[src/design/time_date_field_parser_assert.svh]
// Assertion macros shared by the time and date field parser.
`ifndef TIME_DATE_FIELD_PARSER_ASSERT_SVH
`define TIME_DATE_FIELD_PARSER_ASSERT_SVH

// The consequent must hold in the same cycle as the antecedent.
`define TDFP_ASSERT_NOW(label, clk_s, rst_s, ante, cons, msg) \
  label: assert property (@(posedge clk_s) disable iff (rst_s) (ante) |-> (cons)) \
    else $error(msg);

// The consequent must hold in the cycle after the antecedent.
`define TDFP_ASSERT_NEXT(label, clk_s, rst_s, ante, cons, msg) \
  label: assert property (@(posedge clk_s) disable iff (rst_s) (ante) |=> (cons)) \
    else $error(msg);

`endif

[src/design/tdfp_pkg.sv]
`timescale 1ns / 1ps
`default_nettype none

package tdfp_pkg;

  localparam int unsigned MaxFractionDigits = 6;

  localparam logic [7:0] AsciiZero = 8'h30;
  localparam logic [7:0] AsciiNine = 8'h39;
  localparam logic [7:0] AsciiDot  = 8'h2E;

  localparam logic [6:0]  YearPivot   = 7'd50;
  localparam logic [11:0] CenturyLow  = 12'd2000;
  localparam logic [11:0] CenturyHigh = 12'd1900;
  localparam logic [10:0] MsLimit     = 11'd999;

  localparam logic [4:0] MonthLen [12] = '{
    5'd31, 5'd28, 5'd31, 5'd30, 5'd31, 5'd30,
    5'd31, 5'd31, 5'd30, 5'd31, 5'd30, 5'd31
  };
  localparam logic [4:0] LeapFebLen = 5'd29;
  localparam logic [3:0] MonthFeb   = 4'd2;

  typedef struct packed {
    logic       kind;
    logic [7:0] ch;
    logic       last;
  } char_t;

  typedef struct packed {
    logic        ok;
    logic [11:0] year;
    logic [3:0]  month;
    logic [4:0]  day;
    logic [4:0]  hour;
    logic [5:0]  minute;
    logic [5:0]  second;
    logic [9:0]  millisecond;
  } result_t;

  function automatic logic [4:0] month_length(input logic [3:0] month, input logic leap);
    logic [4:0] len;
    len = 5'd0;
    if (month >= 4'd1 && month <= 4'd12) begin
      len = MonthLen[month - 4'd1];
      if (month == MonthFeb && leap) begin
        len = LeapFebLen;
      end
    end
    return len;
  endfunction

endpackage

`default_nettype wire

[src/design/tdfp_stream_if.sv]
`timescale 1ns / 1ps
`default_nettype none

interface tdfp_stream_if #(
  parameter type payload_t = logic
);
  logic     valid;
  logic     ready;
  payload_t payload;

  modport source (output valid, output payload, input ready);
  modport sink (input valid, input payload, output ready);
endinterface

`default_nettype wire

[src/design/time_date_field_parser.sv]
`timescale 1ns / 1ps
`default_nettype none
`include "time_date_field_parser_assert.svh"

// Parses a ddmmyy date field followed by an hhmmss[.ffffff] time field, one ASCII character
// per transfer on chars, and delivers one checked date and time on result after the
// character marked last. The block takes one character every cycle; a character moves
// through an input register and then through a single stage that updates the digit
// accumulators and, on the last character, validates the record into the result register.
// Only a last character waits, and only while an earlier result is still held on result.
// Two-digit years below 50 map to 20xx and the rest to 19xx, days are checked against
// Gregorian month lengths, and fractions are rounded half up to milliseconds. When ok
// is low every other field is zero.
module time_date_field_parser
  import tdfp_pkg::*;
(
  input  wire logic    clk,
  input  wire logic    rst,
  tdfp_stream_if.sink  chars,
  tdfp_stream_if.source result
);

  logic       char_valid;
  char_t      char_reg;
  logic       advance;

  logic       in_time_phase, in_time_phase_next;
  logic [2:0] date_count, date_count_next;
  logic [3:0] time_count, time_count_next;
  logic [6:0] day_acc, day_acc_next;
  logic [6:0] month_acc, month_acc_next;
  logic [6:0] year_acc, year_acc_next;
  logic [6:0] hour_acc, hour_acc_next;
  logic [6:0] minute_acc, minute_acc_next;
  logic [6:0] second_acc, second_acc_next;
  logic [9:0] fraction_acc, fraction_acc_next;
  logic       round_up, round_up_next;
  logic       bad_flag, bad_flag_next;

  logic       out_valid;
  result_t    out_data;
  result_t    result_next;

  logic        dig;
  logic [3:0]  digit;
  logic [3:0]  frac_index;
  logic [11:0] full_year;
  logic [10:0] ms_sum;
  logic        record_ok;

  function automatic logic [6:0] acc_digit(input logic [6:0] acc, input logic [3:0] d);
    return 7'((acc << 3) + (acc << 1) + {3'b000, d});
  endfunction

  assign advance     = char_valid && (!char_reg.last || !out_valid || result.ready);
  assign chars.ready = !char_valid || advance;

  always_ff @(posedge clk) begin
    if (rst) begin
      char_valid <= 1'b0;
    end else if (chars.ready) begin
      char_valid <= chars.valid;
    end
    if (chars.ready && chars.valid) begin
      char_reg <= chars.payload;
    end
  end

  assign dig        = (char_reg.ch >= AsciiZero) && (char_reg.ch <= AsciiNine);
  assign digit      = dig ? char_reg.ch[3:0] : 4'd0;
  assign frac_index = time_count - 4'd6;

  always_comb begin
    in_time_phase_next = in_time_phase;
    date_count_next    = date_count;
    time_count_next    = time_count;
    day_acc_next       = day_acc;
    month_acc_next     = month_acc;
    year_acc_next      = year_acc;
    hour_acc_next      = hour_acc;
    minute_acc_next    = minute_acc;
    second_acc_next    = second_acc;
    fraction_acc_next  = fraction_acc;
    round_up_next      = round_up;
    bad_flag_next      = bad_flag;
    if (!char_reg.kind) begin
      if (in_time_phase) begin
        bad_flag_next = 1'b1;
      end else begin
        if (date_count >= 3'd6) begin
          bad_flag_next = 1'b1;
        end else begin
          if (!dig) begin
            bad_flag_next = 1'b1;
          end
          if (date_count < 3'd2) begin
            day_acc_next = acc_digit(day_acc, digit);
          end else if (date_count < 3'd4) begin
            month_acc_next = acc_digit(month_acc, digit);
          end else begin
            year_acc_next = acc_digit(year_acc, digit);
          end
        end
        if (date_count != 3'd7) begin
          date_count_next = date_count + 3'd1;
        end
      end
    end else begin
      in_time_phase_next = 1'b1;
      if (time_count == 4'd15) begin
        bad_flag_next = 1'b1;
      end else if (time_count < 4'd6) begin
        if (!dig) begin
          bad_flag_next = 1'b1;
        end
        if (time_count < 4'd2) begin
          hour_acc_next = acc_digit(hour_acc, digit);
        end else if (time_count < 4'd4) begin
          minute_acc_next = acc_digit(minute_acc, digit);
        end else begin
          second_acc_next = acc_digit(second_acc, digit);
        end
      end else if (time_count == 4'd6) begin
        if (char_reg.ch != AsciiDot) begin
          bad_flag_next = 1'b1;
        end
      end else begin
        if (32'(frac_index) > MaxFractionDigits || !dig) begin
          bad_flag_next = 1'b1;
        end
        case (frac_index)
          4'd1:    fraction_acc_next = fraction_acc + 10'(digit) * 10'd100;
          4'd2:    fraction_acc_next = fraction_acc + 10'(digit) * 10'd10;
          4'd3:    fraction_acc_next = fraction_acc + 10'(digit);
          4'd4:    round_up_next = (digit >= 4'd5);
          default: fraction_acc_next = fraction_acc;
        endcase
      end
      if (time_count != 4'd15) begin
        time_count_next = time_count + 4'd1;
      end
    end
  end

  // Every year multiple of four in 1950..2049 is a Gregorian leap year.
  assign full_year = (year_acc_next < YearPivot) ? CenturyLow + 12'(year_acc_next)
                                                 : CenturyHigh + 12'(year_acc_next);
  assign ms_sum    = 11'(fraction_acc_next) + 11'(round_up_next);
  assign record_ok = !bad_flag_next && (date_count_next == 3'd6) && (time_count_next >= 4'd6)
                     && (month_acc_next >= 7'd1) && (month_acc_next <= 7'd12)
                     && (day_acc_next >= 7'd1)
                     && (day_acc_next <= 7'(month_length(month_acc_next[3:0],
                                                         year_acc_next[1:0] == 2'b00)))
                     && (hour_acc_next <= 7'd23) && (minute_acc_next <= 7'd59)
                     && (second_acc_next <= 7'd59) && (ms_sum <= MsLimit);

  always_comb begin
    result_next = '0;
    if (record_ok) begin
      result_next.ok          = 1'b1;
      result_next.year        = full_year;
      result_next.month       = month_acc_next[3:0];
      result_next.day         = day_acc_next[4:0];
      result_next.hour        = hour_acc_next[4:0];
      result_next.minute      = minute_acc_next[5:0];
      result_next.second      = second_acc_next[5:0];
      result_next.millisecond = ms_sum[9:0];
    end
  end

  always_ff @(posedge clk) begin
    if (rst || (advance && char_reg.last)) begin
      in_time_phase <= 1'b0;
      date_count    <= 3'd0;
      time_count    <= 4'd0;
      day_acc       <= 7'd0;
      month_acc     <= 7'd0;
      year_acc      <= 7'd0;
      hour_acc      <= 7'd0;
      minute_acc    <= 7'd0;
      second_acc    <= 7'd0;
      fraction_acc  <= 10'd0;
      round_up      <= 1'b0;
      bad_flag      <= 1'b0;
    end else if (advance) begin
      in_time_phase <= in_time_phase_next;
      date_count    <= date_count_next;
      time_count    <= time_count_next;
      day_acc       <= day_acc_next;
      month_acc     <= month_acc_next;
      year_acc      <= year_acc_next;
      hour_acc      <= hour_acc_next;
      minute_acc    <= minute_acc_next;
      second_acc    <= second_acc_next;
      fraction_acc  <= fraction_acc_next;
      round_up      <= round_up_next;
      bad_flag      <= bad_flag_next;
    end
  end

  always_ff @(posedge clk) begin
    if (rst) begin
      out_valid <= 1'b0;
    end else if (advance && char_reg.last) begin
      out_valid <= 1'b1;
    end else if (result.ready) begin
      out_valid <= 1'b0;
    end
    if (advance && char_reg.last) begin
      out_data <= result_next;
    end
  end

  assign result.valid   = out_valid;
  assign result.payload = out_data;

  `TDFP_ASSERT_NOW(a_invalid_zero, clk, rst, out_valid && !out_data.ok,
    out_data.year == 12'd0 && out_data.month == 4'd0 && out_data.day == 5'd0
    && out_data.hour == 5'd0 && out_data.millisecond == 10'd0,
    "Invalid result carries nonzero fields.")
  `TDFP_ASSERT_NOW(a_valid_range, clk, rst, out_valid && out_data.ok,
    out_data.month >= 4'd1 && out_data.month <= 4'd12 && out_data.day >= 5'd1
    && out_data.millisecond <= 10'd999 && out_data.year >= 12'd1950,
    "Valid result out of range.")
  `TDFP_ASSERT_NEXT(a_record_clear, clk, rst, advance && char_reg.last,
    out_valid && date_count == 3'd0 && time_count == 4'd0 && !in_time_phase && !bad_flag,
    "Record state not cleared after the last character.")
  `TDFP_ASSERT_NOW(a_last_waits, clk, rst, char_valid && char_reg.last && out_valid
    && !result.ready, !chars.ready, "Last character advanced over a held result.")

endmodule

`default_nettype wire
[src/flat_wrapper.sv]
// flat-port wrapper written by rule: the top's interface ports become plain ports
module time_date_field_parser_flat import tdfp_pkg::*;
  (clk, rst, chars_valid, chars_payload, chars_ready, result_valid, result_payload, result_ready);
  tdfp_stream_if chars_i ();
  tdfp_stream_if result_i ();
  input  wire logic clk;
  input  wire logic rst;
  input wire logic [$bits(chars_i.valid)-1:0] chars_valid;
  input wire logic [$bits(chars_i.payload)-1:0] chars_payload;
  output wire logic [$bits(chars_i.ready)-1:0] chars_ready;
  output wire logic [$bits(result_i.valid)-1:0] result_valid;
  output wire logic [$bits(result_i.payload)-1:0] result_payload;
  input wire logic [$bits(result_i.ready)-1:0] result_ready;
  assign chars_i.valid = chars_valid;
  assign chars_i.payload = chars_payload;
  assign chars_ready = chars_i.ready;
  assign result_valid = result_i.valid;
  assign result_payload = result_i.payload;
  assign result_i.ready = result_ready;
  time_date_field_parser u_core (.clk(clk), .rst(rst), .chars(chars_i), .result(result_i));
endmodule
[config.mk]
export PLATFORM = sky130hd
export DESIGN_NAME = time_date_field_parser_flat
export DESIGN_NICKNAME = d
export VERILOG_FILES = /design/src/design/tdfp_pkg.sv /design/src/design/tdfp_stream_if.sv /design/src/design/time_date_field_parser.sv /design/src/flat_wrapper.sv
export VERILOG_INCLUDE_DIRS = /design/src /design/src/design
export SDC_FILE = /design/constraint.sdc
export NUM_CORES = 1
export LEC_CHECK = 0
export BUFFER_PORTS_ARGS = -buffer_cell sky130_fd_sc_hd__buf_2
export CAP_MARGIN = 20
export CORE_AREA = 2 2 39 41
export DETAILED_ROUTE_END_ITERATION = 6
export DIE_AREA = 0 0 41 43
export GPL_TIMING_DRIVEN = 0
export SYNTH_ARGS = -nofsm -noshare
export SYNTH_HDL_FRONTEND = slang
export SYNTH_SLANG_ARGS = --single-unit
[constraint.sdc]
create_clock -name clk -period 1.35 [get_ports clk]
set_clock_uncertainty 0.1 [all_clocks]
set_input_delay 0.2025 -clock clk [delete_from_list [all_inputs] [get_ports clk]]
set_output_delay 0.2025 -clock clk [all_outputs]
set_load 0.02 [all_outputs]
==> reports/qor.yml <==
synth_edf_count: 1
numCtsBuffers: 3
syn_inst: 12
clockBufferDepth: 2
drt_iter0_markers: 0
cts-hold-fix-buffers: 0
yosysMostFrequentCell: "dfxtp_1"
die-area_mm2: 0.001763
ant_nets: 0
row_count: 14
cellLeakagePower_nw: 0.1186
synth_nets: 17
synth_warnings: 0
root_buffer: "clkbuf_4"
design_area_um2: 217.7
netlist_area_um2: 141.4
drc: 0
hold_viol_final: 0
timing.rr.start: "u_core.char_reg[0]"
crit_family: "flip-flops"
cp_cell_sequence: "nand4b_4, buf_2"
grt_pass1_wl_um: 393
rsz0062_at_grt: "no"
die_h_um: 43
grt_start_max_net_pins: 4
setup_violations: 0
setup_tns_ns: 0
clk_pin_slew_worst_paths_ns: 0.03
cts_post_setup_buffers_inserted: 0
initial_utilization_pct: 10.22
diodes: 0
min-delay-start: "chars_payload"
maxCapViolCount: 0
final-max-slew-violation-count: 0
hold_class: "in -> reg"
critical_path.startpoint_type: "flop"
routed_wirelength_um: 255
clk_latency_ns: 0.23
cts_tree: "built"
core_area_mm2: 0.001384
gp_congestion: 0.5447
cp-startpoint: "u_core.char_reg[0]"
layout_min_cycle_time_ns: 1.240
status: "completed"
design.portCount: 8
port_buffers: 6
cts_sinks: 3
crit_type: "reg -> out"
synth_top_area_share_pct: 28.32
fin_nets: 28
num_vias: 112
p_per_area_mw_per_mm2: 1288
syn_avg_cell_area_um2: 11.78
yosys.area.top_type: "dfxtp_1"
cpPeakStageDelay_ns: 0.42
yosys.cell_types.count: 11
antenna_found_initial: 0
gr-total-overflow: 0
synth_area_leaders: "dfxtp_1 (28%), edfxtp_1 (21%), nand4b_4 (17%)"
layout-drive-gt1-share_pct: 59.09
grt_pass1_vias: 108
die_w_um: 41
fin_crit_sh_pct: 91.88
ys.flop_type: "dfxtp_1"
clock.fmax_mhz: 806.2
cp_num_buf_inv: 1
vdd_drop_max_uv: 726.2
syn2layout_area_growth_pct: 53.98
fin_util_pct: 15.73
vias_per_cell: 2.947
first_pass_iters: 1
placed_area_um2: 191.4
worstPathMaxFanout: 3
htree_levels: 1
crit_slowest_cell: "edfxtp_1"
grt_use_total_pct: 4.012
cp.arrival_ns: 0.94
wl_per_cell_um: 6.711
worst_setup_path_end_kind: "output port"
ys_seq_elements: 3
ys_async_sr_fraction_pct: 0
cp.required_ns: 1.05
cts_resized: 0
ys_seq_area_share_pct: 49.56
-- placed cells by master, fill, tap and decap left out, drive strengths merged --
cell	instances
nand4b	1
conb	1
a21oi	2
nand2b	1
buf	7
nand2	1
inv	1
clkbuf	4
edfxtp	1
dfxtp	2
and2	1
-- power by group --
part	internal [mW]	total [mW]	switching, mW
Clock	0.111	0.154	0.0438
Combinational	0.0124	0.0226	0.0102
Sequential	0.0989	0.103	0.00457
-- per-stage QoR --
| stage | hold slack (ns) | setup slack (ns) | std cells | power (mW) |
|---|---|---|---|---|
| floorplan | 0.1649 | 0.1372 | 12 | 0.1181 |
| global placement | 0.2812 | 0.2990 | 34 | 0.1267 |
| detailed placement | 0.2812 | 0.2858 | 34 | 0.1276 |
| CTS | 0.04373 | 0.09744 | 38 | 0.2864 |
| global route | 0.04687 | 0.07482 | 38 | 0.2960 |
| finish | 0.04922 | 0.1097 | 38 | 0.2804 |
-- worst register-to-register path: cells and delay by family, from the launching register on --
kind / cells / cell delay, ns
flops: 1 / 0.42
simple gates: 2 / 0.26
-- metal layers --
layer | up-vias | wire length [um] | GRT usage [%]
li1 | 59 | - | -
met1 | 46 | 100 | 3.846
met2 | 7 | 113 | 3.750
met3 | 0 | 40 | 6.806
met4 | 0 | 0 | 2.000
met5 | - | 0 | 0
-- path summary, 6_finish.rpt --
check | end | slack [ns] | cells after the start
setup / recovery | chars_ready | 0.11 | 2
hold / removal | u_core.char_reg[0] | 0.05 | 1
setup reg to reg | u_core.char_reg[0] | 0.29 | 2
hold reg to reg | u_core.result.valid | 0.38 | 2
-- logic make-up (layout without fill, tap and decap cells) --
| kind of cell | Yosys count | after routing | share of synthesized area [%] |
|---|---|---|---|
| other cells | 1 | 1 | 2.652 |
| flops | 3 | 3 | 49.56 |
| buf+inv | 2 | 12 | 7.964 |
| compound gates | 2 | 2 | 9.732 |
| simple gates | 4 | 4 | 30.09 |
-- final cells by class --
class                      instances  area [um2]
clock buffer                       4       26.28
tap                               16       20.02
sequential                         3       70.07
multi-input combinational          7       60.06
inverter                           1       3.754
timing repair buffer               6       30.03
fill                             154        1166
buffer                             1       7.507
No activity file was read; power rests on OpenSTA's default activity.
